File: config.mk
export PLATFORM = sky130hd
export DESIGN_NAME = mfir_ctrl
export DESIGN_NICKNAME = d
export VERILOG_FILES = /design/src/rtl/mfir_pkg.sv /design/src/rtl/mfir_ctrl.sv
export SDC_FILE = /design/constraint.sdc
export NUM_CORES = 1
export LEC_CHECK = 0
export BUFFER_PORTS_ARGS = -buffer_cell sky130_fd_sc_hd__clkbuf_2
export CAP_MARGIN = 20
export CORE_AREA = 5 5 42 44
export CTS_CLUSTER_SIZE = 25
export DETAILED_ROUTE_END_ITERATION = 8
export DIE_AREA = 0 0 47 49
export PLACE_DENSITY_LB_ADDON = 0.08
export SYNTH_ARGS = -nofsm -noshare
export SYNTH_HDL_FRONTEND = slang
export SYNTH_SLANG_ARGS = --single-unit
File: constraint.sdc
create_clock -name clk -period 1.91 [get_ports clk]
set_input_delay 0.2865 -clock clk [delete_from_list [all_inputs] [get_ports clk]]
set_output_delay 0.2865 -clock clk [all_outputs]
set_load 0.005 [all_outputs]
File: src/rtl/mfir_pkg.sv
// Shared types and constants for the multichannel FIR filter.
// No dependencies; imported by the top level, mfir_ctrl and mfir_datapath.
`default_nettype none
package mfir_pkg;

  localparam int CHANNELS = 64;
  localparam int MAX_TAPS = 128;   // ring slots per channel, power of two

  localparam int CH_W     = 6;
  localparam int CMD_W    = 2;
  localparam int SAMPLE_W = 16;
  localparam int TAP_W    = 16;
  localparam int TIDX_W   = 7;
  localparam int CNT_W    = 8;     // tap_count register
  localparam int VALUE_W  = 39;
  localparam int PROD_W   = SAMPLE_W + TAP_W;

  localparam int POS_W    = $clog2(MAX_TAPS);
  localparam int FILL_W   = $clog2(MAX_TAPS + 1);
  localparam int HIST_DEPTH = CHANNELS * MAX_TAPS;

  localparam logic [CNT_W-1:0] TAP_COUNT_RESET = CNT_W'(128);

  typedef enum logic [CMD_W-1:0] {
    CMD_LOAD_TAP = 2'd0,
    CMD_PUSH     = 2'd1,
    CMD_RESTART  = 2'd2
  } mfir_op_t;

  typedef enum logic [2:0] {
    ST_IDLE,
    ST_META,
    ST_ISSUE,
    ST_DRAIN,
    ST_DONE
  } mfir_state_t;

  typedef struct packed {
    logic [POS_W-1:0]  pos;
    logic [FILL_W-1:0] fill;
  } mfir_meta_t;

  localparam int META_W = $bits(mfir_meta_t);

  // controller -> datapath
  typedef struct packed {
    logic tap_wr;     // write tap from the accepted beat
    logic restart;    // clear all fill counts
    logic meta_rd;    // capture push beat, read channel metadata
    logic meta_upd;   // store sample, update ring position and fill
    logic mac_start;  // clear accumulator and tap counter
    logic mac_issue;  // issue one window read
    logic out_load;   // move sum into the output register
  } mfir_cmd_t;

  // datapath -> controller
  typedef struct packed {
    logic ch_ok;      // channel on the input port is in range
    logic win_full;   // window complete after this push (valid in META)
    logic issue_last; // current issue is the last tap
    logic pipe_busy;  // products still in flight
  } mfir_sts_t;

endpackage
`default_nettype wire

File: src/rtl/mfir_ctrl.sv
// Controller: sequences tap loads, restarts and pushes, runs the MAC loop
// and owns the output valid flag. Depends on mfir_pkg.
`default_nettype none
module mfir_ctrl (
  input  wire logic                        clk,
  input  wire logic                        rst_n,
  input  wire logic                        in_valid,
  output logic                             in_ready,
  input  wire logic [mfir_pkg::CMD_W-1:0]  in_cmd,
  output logic                             out_valid,
  input  wire logic                        out_ready,
  input  wire mfir_pkg::mfir_sts_t         sts,
  output mfir_pkg::mfir_cmd_t              cmd
);
  import mfir_pkg::*;

  mfir_state_t state_r, state_nxt;
  logic        out_valid_r, out_valid_nxt;
  logic        beat;
  logic        is_push;
  logic        out_free;

  assign beat     = in_valid && (state_r == ST_IDLE);
  assign is_push  = (in_cmd == CMD_PUSH) && sts.ch_ok;
  assign out_free = !out_valid_r || out_ready;

  always_comb begin
    state_nxt = state_r;
    unique case (state_r)
      ST_IDLE:  if (beat && is_push) state_nxt = ST_META;
      ST_META:  state_nxt = sts.win_full ? ST_ISSUE : ST_IDLE;
      ST_ISSUE: if (sts.issue_last) state_nxt = ST_DRAIN;
      ST_DRAIN: if (!sts.pipe_busy) state_nxt = ST_DONE;
      ST_DONE:  if (out_free) state_nxt = ST_IDLE;
      default:  state_nxt = ST_IDLE;
    endcase
  end

  always_comb begin
    cmd = '0;
    unique case (state_r)
      ST_IDLE: begin
        cmd.tap_wr  = beat && (in_cmd == CMD_LOAD_TAP);
        cmd.restart = beat && (in_cmd == CMD_RESTART);
        cmd.meta_rd = beat && is_push;
      end
      ST_META: begin
        cmd.meta_upd  = 1'b1;
        cmd.mac_start = sts.win_full;
      end
      ST_ISSUE: cmd.mac_issue = 1'b1;
      ST_DRAIN: cmd = '0;
      ST_DONE:  cmd.out_load = out_free;
      default:  cmd = '0;
    endcase
  end

  always_comb begin
    out_valid_nxt = out_valid_r;
    if (cmd.out_load) begin
      out_valid_nxt = 1'b1;
    end else if (out_ready) begin
      out_valid_nxt = 1'b0;
    end
  end

  always_ff @(posedge clk) begin
    if (!rst_n) begin
      state_r     <= ST_IDLE;
      out_valid_r <= 1'b0;
    end else begin
      state_r     <= state_nxt;
      out_valid_r <= out_valid_nxt;
    end
  end

  assign in_ready  = (state_r == ST_IDLE);
  assign out_valid = out_valid_r;

endmodule
`default_nettype wire
==> metrics.md <==
| Metric | Value |
|---|---|
| Post-synth ARST share | `0%` |
| Final HPWL DP | `556 um` |
| Diode count | `0` |
| Starting Density | `20.5%` |
| Unrepaired setup endpoints after global routing | `no` |
| Worst hold stages | `2` |
| Min-delay src | `rst_n` |
| Htree depth | `1` |
| Post-CTS Setup Repair Bufs | `0` |
| CTS clk-pin slew, worst paths | `0.04 ns` |
| Worst EP arrival | `1.29 ns` |
| Fin crit period | `1.58 ns` |
| Max stage delay on crit path | `0.51 ns` |
| Commonest non-fill, non-tap cells in the layout | `18 x clkbuf_2, 4 x dfxtp_1, 3 x nor2b_1, 3 x clkbuf_4` |
| Synthesis-stage register bit count | `4` |
| Ports | `19` |
| Hold-fix buffers at CTS | `0` |
| HP Class | `input pin to flop` |
| Initial DRT Pass Iterations | `3` |
| Fillers | `167` |
| Status | `finished clean` |
| First-pass GRT wire length | `1100 um` |
| Die Ht | `49 um` |
| CTS Sinks | `4` |
| Die X | `47 um` |
| Worst-case clock buffer depth | `2` |
| MaxCap Viol Count | `0` |
| Grt ovf | `0` |
| Synth unique cells | `22` |
| Cells after synthesis | `31` |
| Nets | `61` |
| Met3 Routed Length | `71 um` |
| # port buffers | `18` |
| Crit-path max FO | `10` |
| Vias | `286` |
| Initial antenna violation count | `0` |
| Leakage | `0.000184 uW` |
| Synth Cell Area | `288 um^2` |
| Area added between synthesis and finish | `35.7%` |
| Worst hold margin | `0.289 ns` |
| Post_cts resized | `0` |
| Syn avg cell area | `9.28 um^2` |
| Slowest-stage cell, CP | `dfxtp_1` |
| Root Buffer | `clkbuf_4` |
| Placed Area | `368 um^2` |
| Setup WS post-layout | `0.331 ns` |
| Worst Tran Pin Value | `0.335 ns` |
| Later-pin clock latency in the skew report | `0.24 ns` |
| Layout cells sized above 1 | `55.1%` |
| PD cells | `628 nW/um^2` |
| Highest Clock Rate | `0.633 GHz` |
| Pre-CTS setup slack | `0.578 ns` |
| Setup TNS | `0 ns` |
| Tcrit/Tclk final | `82.7%` |
| Clock buffer count from CTS | `3` |
| Std cell rows | `14` |
| Vias in the first global route | `265` |
| Worst rel slew slack | `77.6%` |
| Total Routing Usage GR | `7.04%` |
| Metal1 wirelength | `302 um` |
| DR DRC count | `0` |
| Top Metal Used | `met4` |
| CP required | `1.62 ns` |
| Worst-case reg-to-reg path depth | `3` |
| Worst Setup End Kind | `output pin` |
| TritonCTS clock tree | `built` |
| Sequential cell area fraction in the yosys report | `27.8%` |
| Worst reg2reg endpoint | `state_r[0]$_SDFFE_PN0P_` |
| Met2 WL | `323 um` |
| Number of synthesized flops with an enable pin | `0` |
| Reg-to-reg startpoint | `state_r[0]$_SDFFE_PN0P_` |
| Clk_skew | `0.00491 ns` |
| Fin. max-slew vios | `0` |
| CP startpoint kind | `flop` |
| Crit-path cells | `nor3b_1, and2_1, clkbuf_2` |
| WS Path Type | `flop to output pin` |
| CORE AREA | `1400 um^2` |
| Hold Path Sink | `out_valid$_SDFFE_PN0P_` |
| Final GP Congestion | `0.610` |
| ANT nets after route | `0` |
| Drt total wl | `719 um` |
| Die ar. | `2300 um^2` |
| Largest net degree at the start of global routing | `11` |
| Top_reg_cell synth | `dfxtp_1` |
| Ys Warns | `0` |
| Vias per inst | `4.40` |
| DRT iter0 DRCs | `1` |
| Final count of hold timing violations | `0` |
| Reg2Reg Setup Slack | `0.81 ns` |
| Commonest non-fill, non-tap cell in the layout | `clkbuf_2` |
| Final instance area | `390 um^2` |
| Post-synth net total | `41` |
| Routed len/inst | `11.1 um` |
| Max VDD drop | `187 uV` |
| Number of setup violations in the final report | `0` |
-- metal layers --
metal | vias up | global-route usage (%)
li1 | 148 | -
met1 | 124 | 7.03
met2 | 12 | 9.50
met3 | 2 | 4.06
met4 | 0 | 6.91
met5 | - | 0
-- cell families after synthesis --
| kind of cell | share of synthesized area (%) |
|---|---|
| DFF | 27.8 |
| AOI/OAI and AO/OA | 12.6 |
| and+or+nand+nor | 47.8 |
| buffers and inverters | 11.7 |
-- registers in the layout (all words and copies together), names as in the netlist --
| name | count |
|---|---|
| out_valid | 1 |
| state_r | 3 |
-- worst max path at each step --
| stage | start | end | slack (ns) | depth (start not counted) |
|---|---|---|---|---|
| 2_1_floorplan | state_r[1]$_SDFFE_PN0P_ | cmd[6] | 0.71 | 3 |
| 3_3_place_gp | state_r[0]$_SDFFE_PN0P_ | cmd[2] | 0.59 | 3 |
| 3_5_place_dp | state_r[0]$_SDFFE_PN0P_ | cmd[2] | 0.58 | 3 |
| 4_1_cts | state_r[0]$_SDFFE_PN0P_ | cmd[2] | 0.32 | 3 |
| 5_1_grt | state_r[1]$_SDFFE_PN0P_ | cmd[6] | 0.23 | 3 |
| 6_report | state_r[0]$_SDFFE_PN0P_ | cmd[2] | 0.33 | 3 |
-- area by class of cell --
type                            count  area [um^2]  area share (%)
Multi-Input combinational cell     23          174            44.6
Inverter                            1         3.75           0.962
Timing Repair Buffer               18         90.1            23.1
Tap cell                           16         20.0            5.13
Sequential cell                     4         80.1            20.5
Clock buffer                        3         22.5            5.77
-- where the power goes --
part / switching [uW] / internal, uW
sequential: 7.56 / 86.9
clock: 39.4 / 70.6
combinational: 16.8 / 23.9
total: 63.8 / 181
-- per-stage QoR --
| step | std cells | total power, uW | util (%) |
|---|---|---|---|
| finish | 65 | 245 | 27.9 |
| global route | 65 | 262 | 27.9 |
| CTS | 65 | 246 | 27.9 |
| detailed placement | 62 | 137 | 26.3 |
| global placement | 62 | 137 | 26.3 |
| floorplan | 31 | 120 | - |
-- critical path: cells and delay by family (launching register included) --
family                 cells  cell delay (ns)
flip-flops                 1             0.51
AND/OR/NAND/NOR            2             0.44
buffers and inverters      1             0.10
-- Yosys cell counts, drive strengths merged, types with 2 or more instances --
cell type | count | share of area (%)
nor2b | 3 | 6.5
nor3 | 2 | 5.2
a21oi | 3 | 6.5
dfxtp | 4 | 28
buf | 3 | 10
nor3b | 3 | 9.6
and4bb | 2 | 8.7
No activity file was read; power rests on OpenSTA's default activity.
